**config.mk**
```make
export PLATFORM = sky130hd
export DESIGN_NAME = block_rms_level_meter
export DESIGN_NICKNAME = d
export VERILOG_FILES = /design/src/sv/rms_pkg.sv /design/src/sv/rms_sq_acc.sv /design/src/sv/rms_div.sv /design/src/sv/rms_sqrt.sv /design/src/sv/block_rms_level_meter.sv
export SDC_FILE = /design/constraint.sdc
export NUM_CORES = 1
export LEC_CHECK = 0
export ABC_CLOCK_PERIOD_IN_PS = 3700
export BUFFER_PORTS_ARGS = -buffer_cell sky130_fd_sc_hd__buf_2
export CELL_PAD_IN_SITES_DETAIL_PLACEMENT = 0
export CELL_PAD_IN_SITES_GLOBAL_PLACEMENT = 1
export CORE_AREA = 5 5 217 219
export CTS_BUF_LIST = sky130_fd_sc_hd__clkbuf_4
export DETAILED_ROUTE_END_ITERATION = 7
export DIE_AREA = 0 0 222 224
export GPL_TIMING_DRIVEN = 0
export PLACE_DENSITY_LB_ADDON = 0.1
export SYNTH_ARGS = -nofsm -noshare
export SYNTH_HDL_FRONTEND = slang
export SYNTH_SLANG_ARGS = --single-unit
```
**constraint.sdc**
```tcl
create_clock -name clk_i -period 3.7 [get_ports clk_i]
set_input_delay 0.37 -clock clk_i [delete_from_list [all_inputs] [get_ports clk_i]]
set_output_delay 0.37 -clock clk_i [all_outputs]
set_load 0.1 [all_outputs]
```
**src/sv/rms_pkg.sv**
```systemverilog
// Package for the block RMS level meter: field widths, default block size,
// the controller state type and the accumulator control struct.
// No dependencies.
`timescale 1ns / 1ps
`default_nettype none

package rms_pkg;

  localparam int unsigned SAMPLE_W = 16;
  localparam int unsigned LEVEL_W  = 16;
  // Each square is at most 2^30, so the floor mean square fits in 31 bits.
  localparam int unsigned MEAN_W   = 31;
  // The square root unit works on an even number of bits.
  localparam int unsigned RAD_W    = 32;

  localparam int unsigned DefMaxBlockSamples = 1024;

  typedef enum logic [1:0] {
    ST_IDLE,
    ST_SQUARE,
    ST_DIVIDE,
    ST_ROOT
  } rms_state_e;

  typedef struct packed {
    logic start;
    logic clear;
  } acc_ctl_t;

endpackage

`default_nettype wire

```
**src/sv/rms_sq_acc.sv**
```systemverilog
// Bit-serial squarer and block accumulator (sum of squares, sample count).
// Depends on rms_pkg.
`timescale 1ns / 1ps
`default_nettype none

module rms_sq_acc #(
  parameter int unsigned SumW = 41,
  parameter int unsigned CntW = 11
) (
  input  wire logic                          clk_i,
  input  wire logic                          rst_ni,
  input  wire rms_pkg::acc_ctl_t             ctl_i,
  input  wire logic signed [rms_pkg::SAMPLE_W-1:0] sample_i,
  output logic             [SumW-1:0]        sum_o,
  output logic             [CntW-1:0]        cnt_o,
  output logic                               done_o
);
  import rms_pkg::*;

  localparam int unsigned StepW = $clog2(SAMPLE_W);
  localparam int unsigned ProdW = 2 * SAMPLE_W;

  logic [SAMPLE_W-1:0] raw;
  logic [SAMPLE_W-1:0] mag;
  logic [ProdW-1:0]    p_q, p_d;
  logic [SAMPLE_W-1:0] mcand_q;
  logic [SAMPLE_W:0]   part_sum;
  logic [StepW-1:0]    step_q;
  logic                run_q, add_q, done_q;
  logic [SumW-1:0]     sum_q;
  logic [CntW-1:0]     cnt_q;

  assign raw = sample_i;
  assign mag = raw[SAMPLE_W-1] ? (~raw + SAMPLE_W'(1)) : raw;

  // The multiplier bits sit in the low half of the product and leave it
  // one per cycle as the partial sums shift in from the top.
  assign part_sum = {1'b0, p_q[ProdW-1:SAMPLE_W]} +
                    (p_q[0] ? {1'b0, mcand_q} : '0);
  assign p_d      = {part_sum, p_q[SAMPLE_W-1:1]};

  always_ff @(posedge clk_i) begin
    if (ctl_i.start) begin
      p_q     <= {{SAMPLE_W{1'b0}}, mag};
      mcand_q <= mag;
    end else if (run_q) begin
      p_q <= p_d;
    end
  end

  always_ff @(posedge clk_i or negedge rst_ni) begin
    if (!rst_ni) begin
      run_q  <= 1'b0;
      add_q  <= 1'b0;
      done_q <= 1'b0;
      step_q <= '0;
      sum_q  <= '0;
      cnt_q  <= '0;
    end else begin
      done_q <= add_q;
      add_q  <= 1'b0;
      if (ctl_i.start) begin
        run_q  <= 1'b1;
        step_q <= '0;
      end else if (run_q) begin
        step_q <= step_q + StepW'(1);
        if (step_q == StepW'(SAMPLE_W - 1)) begin
          run_q <= 1'b0;
          add_q <= 1'b1;
        end
      end
      if (ctl_i.clear) begin
        sum_q <= '0;
        cnt_q <= '0;
      end else if (add_q) begin
        sum_q <= sum_q + SumW'(p_q);
        cnt_q <= cnt_q + CntW'(1);
      end
    end
  end

  assign sum_o  = sum_q;
  assign cnt_o  = cnt_q;
  assign done_o = done_q;

endmodule

`default_nettype wire

```
**src/sv/rms_div.sv**
```systemverilog
// Restoring divider, one quotient bit per cycle: sum of squares by count.
// Depends on rms_pkg.
`timescale 1ns / 1ps
`default_nettype none

module rms_div #(
  parameter int unsigned SumW = 41,
  parameter int unsigned CntW = 11
) (
  input  wire logic                        clk_i,
  input  wire logic                        rst_ni,
  input  wire logic                        start_i,
  input  wire logic [SumW-1:0]             dividend_i,
  input  wire logic [CntW-1:0]             divisor_i,
  output logic      [rms_pkg::MEAN_W-1:0]  quot_o,
  output logic                             done_o
);
  import rms_pkg::*;

  localparam int unsigned StepW = $clog2(SumW);

  logic [SumW-1:0]  q_q, q_d;
  logic [CntW-1:0]  rem_q, rem_d;
  logic [CntW-1:0]  div_q;
  logic [CntW:0]    trial, diff;
  logic             ge;
  logic             zero_q;
  logic [StepW-1:0] step_q;
  logic             run_q, done_q;

  assign trial = {rem_q, q_q[SumW-1]};
  assign ge    = trial >= {1'b0, div_q};
  assign diff  = trial - {1'b0, div_q};
  assign rem_d = ge ? diff[CntW-1:0] : trial[CntW-1:0];
  assign q_d   = {q_q[SumW-2:0], ge};

  always_ff @(posedge clk_i) begin
    if (start_i) begin
      q_q    <= dividend_i;
      rem_q  <= '0;
      div_q  <= divisor_i;
      zero_q <= (divisor_i == '0);
    end else if (run_q) begin
      q_q   <= q_d;
      rem_q <= rem_d;
    end
  end

  always_ff @(posedge clk_i or negedge rst_ni) begin
    if (!rst_ni) begin
      run_q  <= 1'b0;
      done_q <= 1'b0;
      step_q <= '0;
    end else begin
      done_q <= 1'b0;
      if (start_i) begin
        run_q  <= 1'b1;
        step_q <= '0;
      end else if (run_q) begin
        step_q <= step_q + StepW'(1);
        if (step_q == StepW'(SumW - 1)) begin
          run_q  <= 1'b0;
          done_q <= 1'b1;
        end
      end
    end
  end

  // An empty block reads as level zero.
  assign quot_o = zero_q ? '0 : q_q[MEAN_W-1:0];
  assign done_o = done_q;

endmodule

`default_nettype wire

```
**src/sv/rms_sqrt.sv**
```systemverilog
// Digit-by-digit floor square root, two radicand bits per cycle.
// Depends on rms_pkg.
`timescale 1ns / 1ps
`default_nettype none

module rms_sqrt (
  input  wire logic                        clk_i,
  input  wire logic                        rst_ni,
  input  wire logic                        start_i,
  input  wire logic [rms_pkg::RAD_W-1:0]   rad_i,
  output logic      [rms_pkg::LEVEL_W-1:0] root_o,
  output logic                             done_o
);
  import rms_pkg::*;

  localparam int unsigned RootW = LEVEL_W;
  localparam int unsigned RemW  = RootW + 2;
  localparam int unsigned Steps = RAD_W / 2;
  localparam int unsigned StepW = $clog2(Steps);

  logic [RAD_W-1:0]  x_q;
  logic [RemW-1:0]   rem_q, rem_d;
  logic [RootW-1:0]  root_q, root_d;
  logic [RemW+1:0]   shifted, trial, diff;
  logic              ge;
  logic [StepW-1:0]  step_q;
  logic              run_q, done_q;

  assign shifted = {rem_q, x_q[RAD_W-1 -: 2]};
  assign trial   = {2'b00, root_q, 2'b01};
  assign ge      = shifted >= trial;
  assign diff    = shifted - trial;
  assign rem_d   = ge ? diff[RemW-1:0] : shifted[RemW-1:0];
  assign root_d  = {root_q[RootW-2:0], ge};

  always_ff @(posedge clk_i) begin
    if (start_i) begin
      x_q    <= rad_i;
      rem_q  <= '0;
      root_q <= '0;
    end else if (run_q) begin
      x_q    <= {x_q[RAD_W-3:0], 2'b00};
      rem_q  <= rem_d;
      root_q <= root_d;
    end
  end

  always_ff @(posedge clk_i or negedge rst_ni) begin
    if (!rst_ni) begin
      run_q  <= 1'b0;
      done_q <= 1'b0;
      step_q <= '0;
    end else begin
      done_q <= 1'b0;
      if (start_i) begin
        run_q  <= 1'b1;
        step_q <= '0;
      end else if (run_q) begin
        step_q <= step_q + StepW'(1);
        if (step_q == StepW'(Steps - 1)) begin
          run_q  <= 1'b0;
          done_q <= 1'b1;
        end
      end
    end
  end

  assign root_o = root_q;
  assign done_o = done_q;

endmodule

`default_nettype wire

```
**src/sv/block_rms_level_meter.sv**
```systemverilog
// Block RMS level meter: top level with the sequencing controller.
// Depends on rms_pkg, rms_sq_acc, rms_div and rms_sqrt.
// A counted sample that does not close its block keeps busy high through the bit-serial
// squarer, one accumulate step and one handoff; an ignored sample of a full block that is
// not the last does not make busy rise. A closing sample adds the divider phase (SumW
// quotient bits, SumW = 31 + clog2(MaxBlockSamples), 41 by default) and the square root
// phase; when its block was already full it skips the squarer. Items are taken one
// at a time, and the level strobe comes in the same cycle as busy falls.
// Reset clears the sum, the count and all control; valid_o cannot be stalled.
`timescale 1ns / 1ps
`default_nettype none

module block_rms_level_meter #(
  parameter int unsigned MaxBlockSamples = rms_pkg::DefMaxBlockSamples
) (
  input  wire logic                                clk_i,
  input  wire logic                                rst_ni,
  input  wire logic                                start,
  output logic                                     busy,
  input  wire logic signed [rms_pkg::SAMPLE_W-1:0] sample_i,
  input  wire logic                                last_sample_i,
  output logic                                     valid_o,
  output logic             [rms_pkg::LEVEL_W-1:0]  rms_level_o
);
  import rms_pkg::*;

  // Every square is at most 2^30, so the sum needs 31 bits plus the growth
  // from the number of samples; the count must be able to hold the maximum.
  localparam int unsigned SumW = 31 + $clog2(MaxBlockSamples);
  localparam int unsigned CntW = $clog2(MaxBlockSamples + 1);

  rms_state_e state_q, state_d;

  acc_ctl_t            acc_ctl;
  logic [SumW-1:0]     acc_sum;
  logic [CntW-1:0]     acc_cnt;
  logic                acc_done;
  logic                acc_full;
  logic                accept;
  logic                last_q;

  logic                div_start;
  logic [MEAN_W-1:0]   div_quot;
  logic                div_done;

  logic                sqrt_start;
  logic [LEVEL_W-1:0]  sqrt_root;
  logic                sqrt_done;

  logic                valid_q, valid_d;
  logic [LEVEL_W-1:0]  level_q;

  // A transfer happens whenever start is seen while the controller is idle.
  assign accept   = start && !busy;
  assign busy     = (state_q != ST_IDLE);
  // Once the block holds the maximum number of samples, further samples are
  // dropped, though the closing flag of such a sample still ends the block.
  assign acc_full = (acc_cnt == CntW'(MaxBlockSamples));

  // Next state.
  always_comb begin
    state_d = state_q;
    case (state_q)
      ST_IDLE: begin
        if (accept) begin
          if (!acc_full) begin
            state_d = ST_SQUARE;
          end else if (last_sample_i) begin
            state_d = ST_DIVIDE;
          end
        end
      end
      ST_SQUARE: begin
        if (acc_done) begin
          state_d = last_q ? ST_DIVIDE : ST_IDLE;
        end
      end
      ST_DIVIDE: begin
        if (div_done) begin
          state_d = ST_ROOT;
        end
      end
      ST_ROOT: begin
        if (sqrt_done) begin
          state_d = ST_IDLE;
        end
      end
      default: begin
        state_d = ST_IDLE;
      end
    endcase
  end

  // Controller outputs. The divider copies the sum and count at the same edge
  // at which the accumulator clears them, so the accumulator is empty for the next block.
  always_comb begin
    acc_ctl.start = 1'b0;
    div_start     = 1'b0;
    sqrt_start    = 1'b0;
    valid_d       = 1'b0;
    case (state_q)
      ST_IDLE: begin
        acc_ctl.start = accept && !acc_full;
        div_start     = accept && acc_full && last_sample_i;
      end
      ST_SQUARE: begin
        div_start = acc_done && last_q;
      end
      ST_DIVIDE: begin
        sqrt_start = div_done;
      end
      ST_ROOT: begin
        valid_d = sqrt_done;
      end
      default: begin
        acc_ctl.start = 1'b0;
      end
    endcase
    acc_ctl.clear = div_start;
  end

  always_ff @(posedge clk_i or negedge rst_ni) begin
    if (!rst_ni) begin
      state_q <= ST_IDLE;
      valid_q <= 1'b0;
    end else begin
      state_q <= state_d;
      valid_q <= valid_d;
    end
  end

  // The root of a value below 2^32 always fits the 16-bit level, so the
  // root is stored as it is, with no saturation.
  always_ff @(posedge clk_i) begin
    if (accept) begin
      last_q <= last_sample_i;
    end
    if (valid_d) begin
      level_q <= sqrt_root;
    end
  end

  rms_sq_acc #(
    .SumW (SumW),
    .CntW (CntW)
  ) u_sq_acc (
    .clk_i    (clk_i),
    .rst_ni   (rst_ni),
    .ctl_i    (acc_ctl),
    .sample_i (sample_i),
    .sum_o    (acc_sum),
    .cnt_o    (acc_cnt),
    .done_o   (acc_done)
  );

  rms_div #(
    .SumW (SumW),
    .CntW (CntW)
  ) u_div (
    .clk_i      (clk_i),
    .rst_ni     (rst_ni),
    .start_i    (div_start),
    .dividend_i (acc_sum),
    .divisor_i  (acc_cnt),
    .quot_o     (div_quot),
    .done_o     (div_done)
  );

  rms_sqrt u_sqrt (
    .clk_i   (clk_i),
    .rst_ni  (rst_ni),
    .start_i (sqrt_start),
    .rad_i   (RAD_W'(div_quot)),
    .root_o  (sqrt_root),
    .done_o  (sqrt_done)
  );

  assign valid_o     = valid_q;
  assign rms_level_o = level_q;

  // A result only ever follows the end of the square root phase.
  assert property (@(posedge clk_i) disable iff (!rst_ni)
    valid_o |-> $past(state_q == ST_ROOT))
    else $error("level strobe without a finished square root");

  // The sample count never runs past the block limit.
  assert property (@(posedge clk_i) disable iff (!rst_ni)
    acc_cnt <= CntW'(MaxBlockSamples))
    else $error("sample count exceeds block limit");

  // Closing a block leaves the accumulator empty for the next one.
  assert property (@(posedge clk_i) disable iff (!rst_ni)
    acc_ctl.clear |=> (acc_cnt == '0) && (acc_sum == '0))
    else $error("accumulator not cleared at block end");

  // A counted sample always makes the controller busy.
  assert property (@(posedge clk_i) disable iff (!rst_ni)
    (accept && !acc_full) |=> busy)
    else $error("counted sample did not start the squarer");

endmodule

`default_nettype wire
```
# Word level (Yosys, flattened, before mapping)
# Index checks and enable logic that the tools add are counted.
[classes]
n_eq_ne = 12
mux = 51
bitwise = 1
order_cmp = 2
n_reduce_logical = 15
addsub = 9
[op_table]
columns = ["cell", "count"]
rows = [
  ["$mux 41", 4],
  ["$mux 31", 3],
  ["$mux 16", 4],
  ["$add 41x32->41", 1],
  ["$mux 11", 3],
  ["$mux 1", 21],
  ["$ge 20x18->1", 1],
  ["$mux 18", 1],
  ["$sub 18x18->18", 1],
  ["$add 16x16->17", 1],
  ["$add 16x1->16 const B", 1],
  ["$mux 4", 4],
  ["$not 16->16", 1],
  ["$mux 2", 7],
  ["$ge 12x11->1", 1],
  ["$mux 6", 2],
  ["$add 11x1->11 const B", 1],
  ["$eq 11x11->1 const B", 1],
  ["$logic_not 11->1", 1],
  ["$sub 11x11->11", 1],
  ["$reduce_bool 2->1", 5],
  ["$add 4x1->4 const B", 2],
  ["$eq 4x4->1 const B", 2],
  ["$pmux 2 s4", 1],
  ["12 further kinds", 20],
]
[totals]
wordCells = 117
regBits = 271

# Longest topological paths before layout
[logic_depth]
depth_word = 7
depth_mapped = 14
depth_no_buf = 12

# Hierarchy
# From an unflattened synthesis, not the netlist that was laid out.
[unflattened]
cells_unflattened = 1495
area_unflattened_um2 = 15663.8
[by_module_without_submodules]
columns = ["mod", "cells_each", "n_inst", "area_each_um2"]
rows = [
  ["rms_sq_acc", 726, 1, 6894.1],
  ["rms_div", 343, 1, 4015.1],
  ["rms_sqrt", 384, 1, 4015.1],
  ["block_rms_level_meter", 42, 1, 739.5],
]

# Worst setup path before layout
# No wires, ideal clock.
[synth_path]
path_type = "register -> register"
from = "reg u_sq_acc.cnt_q[0], in the netlist u_sq_acc.cnt_o[0]"
to = "reg u_div.q_q[0], enable pin"
stages_incl_launch_ff = 12
required_ns = 3.301
arrival_ns = 2.894
synth_period_minus_slack_ns = 3.293
slack_ns = 0.407
n_path_buf = 3
path_cell_list = "dfrtp_1 inv_1 ha_1 nor3b_1 and4_1 nand2_1 o21a_1 or2_1 clkbuf_1 clkbuf_1 clkbuf_1 nand2_1"
[synth_via]
elab_chain_cells = 5
[synth_lines]
columns = ["element", "line_no", "rtl"]
rows = [
  ["start: declaration", "rms_sq_acc.sv:31", "logic [CntW-1:0] cnt_q;"],
  ["start signal: assignment", "rms_sq_acc.sv:77", "cnt_q <= cnt_q + CntW'(1);"],
  ["$eq 11x11->1", "block_rms_level_meter.sv:58", "assign acc_full = (acc_cnt == CntW'(MaxBlockSamples));"],
  ["$logic_and 1x1->1 (2 in a row)", "block_rms_level_meter.sv:104", "div_start = accept && acc_full && last_sample_i;"],
  ["$pmux 1 s2", "block_rms_level_meter.sv:101", "case (state_q)"],
  ["$reduce_bool 2->1 (no source line)", "n/a", ""],
  ["end signal: assignment", "rms_div.sv:39", "q_q <= dividend_i;"],
  ["end signal: assignment", "rms_div.sv:44", "q_q <= q_d;"],
  ["end: declaration", "rms_div.sv:22", "logic [SumW-1:0] q_q, q_d;"],
]
# No other way between the ends.
# A chain may end at the register's enable or synchronous reset.

# Final worst setup path
[layout_path]
from = "reg u_sq_acc.p_q[0]"
to = "reg u_sq_acc.sum_q[26], in the netlist u_sq_acc.sum_o[26]"
[layout_via]
elab_chain_cells = 3
[layout_lines]
columns = ["element", "line_no", "rtl"]
rows = [
  ["start: declaration", "rms_sq_acc.sv:25", "logic [ProdW-1:0] p_q, p_d;"],
  ["start signal: assignment", "rms_sq_acc.sv:44", "p_q <= {{SAMPLE_W{1'b0}}, mag};"],
  ["start signal: assignment", "rms_sq_acc.sv:47", "p_q <= p_d;"],
  ["$add 41x32->41", "rms_sq_acc.sv:76", "sum_q <= sum_q + SumW'(p_q);"],
  ["$mux 41", "rms_sq_acc.sv:75", "end else if (add_q) begin"],
  ["$mux 41", "rms_sq_acc.sv:72", "if (ctl_i.clear) begin"],
  ["end signal: assignment", "rms_sq_acc.sv:76", ""],
  ["end: declaration", "rms_sq_acc.sv:30", "logic [SumW-1:0] sum_q;"],
]
# No other way between the ends. The select of a mux whose other input is x is not followed.

==> metrics.txt <==
Clock Pin Slew Worst Setup and Hold Paths=0.07 ns; Max Fclk=289 MHz; initial antenna violation count=1; R2R cell count=11; setup_tns=0 ns; largest net degree at the start of global routing=56; RSZ-0062 raised after global routing=no; most frequent cell after synthesis=nand2_1; crit share post-route=93.5%; vias in the first global route=11500; Initial Util=33.5%; GPL Wtd Cong=0.792; top cells by area, synth=edfxtp_1 27%, dfrtp_1 13%, dfxtp_1 8.2%, ha_1 7.0%, nand2_1 6.6%; dominant synthesized flop cell=edfxtp_1; layout net count=1789; WHS=0.109 ns; core area=0.0449 sq mm; GRT Overall Usage=15.2%; crit path max fanout=8; total gr overflow=0; dpl hpwl=28000 um; Die ar.=0.0497 sq mm; Power Density=358 mW/mm^2; worst reg2reg path endpoint=u_sq_acc.sum_o[26]; Final Hold Fails=0; Die H=224 um; drt drc=0; via/cell ratio=4.82; Routed Antenna Nets=0; input/output buffers=37; dpl ws=-0.366 ns; DP Cell Count=2183; fin cells=2349; leading area contributor after synthesis=edfxtp_1; worst slew pin tran=0.855 ns; CTS tree=built; ys async rst share=28.0%; VDD IR max=0.000188 V; slew margin rel.=43.0%; WP data required=4.30 ns; Pre-antenna DRT Iters=5; max-slew violations=0; root buf cell=clkbuf_4; synth cell count leaders=263 x nand2_1, 141 x nor2_1, 133 x edfxtp_1; Avg Inst Size Synth=9.76 sq um; Post-Syn Instances=1543; Filler cells=4608; TritonCTS Buffers=80; final wirelength=37700 um; run status=completed; cell row count=78; first-pass GRT wire length=61200 um; Cell Area, Synth=0.0151 sq mm; slowest cell delay on critical path=0.50 ns; r2r startpoint=u_sq_acc.p_q[0]; Tot Pwr=6190 uW; area share of the leading cell type in the synthesized netlist=26.5%; H-tree depth=3; EDFF count, synth=133; crit start category=register; cell mode on critical path=o21ai_1; R2R setup slack=0.24 ns; crit path cell chain=ha_1 > fa_1 > a211o_1 > a21oi_2 > o21a_1 > o21ai_1 > a2111oi_2 > o21ai_1 > a221oi_1 > xor2_1 > o21ai_1; Yosys cell types=79; die span in x=222 um; shortest period the worst path allows=3.46 ns; CTS max path bufs=3; I/O pin total=38; Final Skew=0.0409 ns; DR WL/cell=16.0 um; clk_lat worst skew=0.75 ns; Max Cap Viol=0; via count=11300; First DRT Iteration DRCs=448; type of the worst setup path=reg2reg; CP Data Arrival Time=4.06 ns; layout cells sized above 1=13.1%; FF+latch count, synth=271; leakage power=0.00716 uW; P&R area growth vs syn=15.0%; final setup margin=0.242 ns; Tightest Hold Check Type=in2reg; synthesized net count=1650; sequential area share after synthesis=47.4%; Setup violations, final=0; Setup crit start=u_sq_acc.p_q[0]; Slowest cell on crit path=edfxtp_1; Crit. End Element=register; TritonCTS Sinks=271; Worst Setup EP=u_sq_acc.sum_o[26]; YS warnings=0
==> placed cells by master (no fill, tap or decap), types with 43 or more instances in the layout <==
| cell type | count |
|---|---|
| xnor2_1 | 49 |
| a21oi_1 | 91 |
| xor2_1 | 43 |
| inv_1 | 58 |
| nand2_1 | 262 |
| ha_1 | 84 |
| clkbuf_1 | 50 |
| dfrtp_1 | 76 |
| dfxtp_1 | 62 |
| o21ai_0 | 55 |
| nor2_1 | 140 |
| clkbuf_4 | 126 |
| edfxtp_1 | 133 |
| mux2i_1 | 62 |
==> report_power, final <==
group | total (uW) | internal (uW) | switching, uW
sequential | 3140 | 3140 | 0
clock | 2970 | 1610 | 1360
combinational | 90.6 | 36.9 | 53.7
==> routing by layer <==
metal  routed length, um  global-route usage, %  share of wire (%)
met2               18000                   25.7                 48
met4                 748                   5.21                2.0
met5                   0                      0                  0
met3                1320                   3.15                3.5
met1               17600                   19.4                 47
==> kinds of logic after synthesis <==
group	synth area share, %
xor gates and xnor gates	5.35
buffers and inverters	3.48
adders and majority gates	7.38
DFF	47.4
and+or+nand+nor	17.7
muxes	5.47
AOI/OAI and AO/OA	13.2
==> per-stage QoR <==
stage	cell area [sq um]	util (%)
after floorplan	15100	-
after global placement	16000	35.6
after detailed placement	16100	35.8
after CTS	17300	38.6
after global routing	17300	38.6
final	17300	38.6
==> area by class of cell <==
cell class                 instances  area, sq um  area share, %
antenna                            1         2.50         0.0144
buffer                            67          298           1.72
clock buffer                     125          938           5.42
clock inverter                    23          116          0.672
inverter                          59          221           1.28
multi-input combinational       1144         7420           42.8
sequential                       271         7140           41.2
tap                              600          751           4.33
timing repair buffer              59          440           2.54
==> how the worst min path moves through the flow <==
stage | start | endpoint | slack (ns) | cells past startpoint
after floorplan | rst_ni | state_q[0] | 0.07 | 0
after global placement | u_div.rem_q[10] | u_div.rem_q[10] | 0.46 | 2
after detailed placement | rst_ni | u_sq_acc.sum_o[37] | 0.31 | 1
after CTS | start | last_q | 0.005 | 3
after global routing | start | last_q | 0.09 | 3
final | start | last_q | 0.11 | 3
==> flip-flops by register name, indices dropped and copies added (netlist names), 2 cells and up <==
signal	count
rms_level_o	16
state_q	2
u_div.div_q	11
u_div.q_q	41
u_div.rem_q	11
u_div.step_q	6
u_sq_acc.cnt_o	11
u_sq_acc.mcand_q	16
u_sq_acc.p_q	32
u_sq_acc.step_q	4
u_sq_acc.sum_o	41
u_sqrt.rem_q	18
u_sqrt.root_o	16
u_sqrt.step_q	4
u_sqrt.x_q	32
==> critical path, delay by kind of cell (launching register included) <==
kind	cells	cell delay, ns
flip-flops	1	0.50
XOR/XNOR	1	0.19
adder cells (fa/ha/maj)	2	0.72
AO/OA/AOI/OAI	8	1.90
==> repair_timing <==
action,in CTS,in global routing
hold buffers,19,0
buffers inserted,0,0
cloned,0,0
endpoints found under the setup margin,55,41
resized for setup,4,3
endpoints found under the hold margin,94,0
Note: power is estimated with default switching activity, not from simulation.
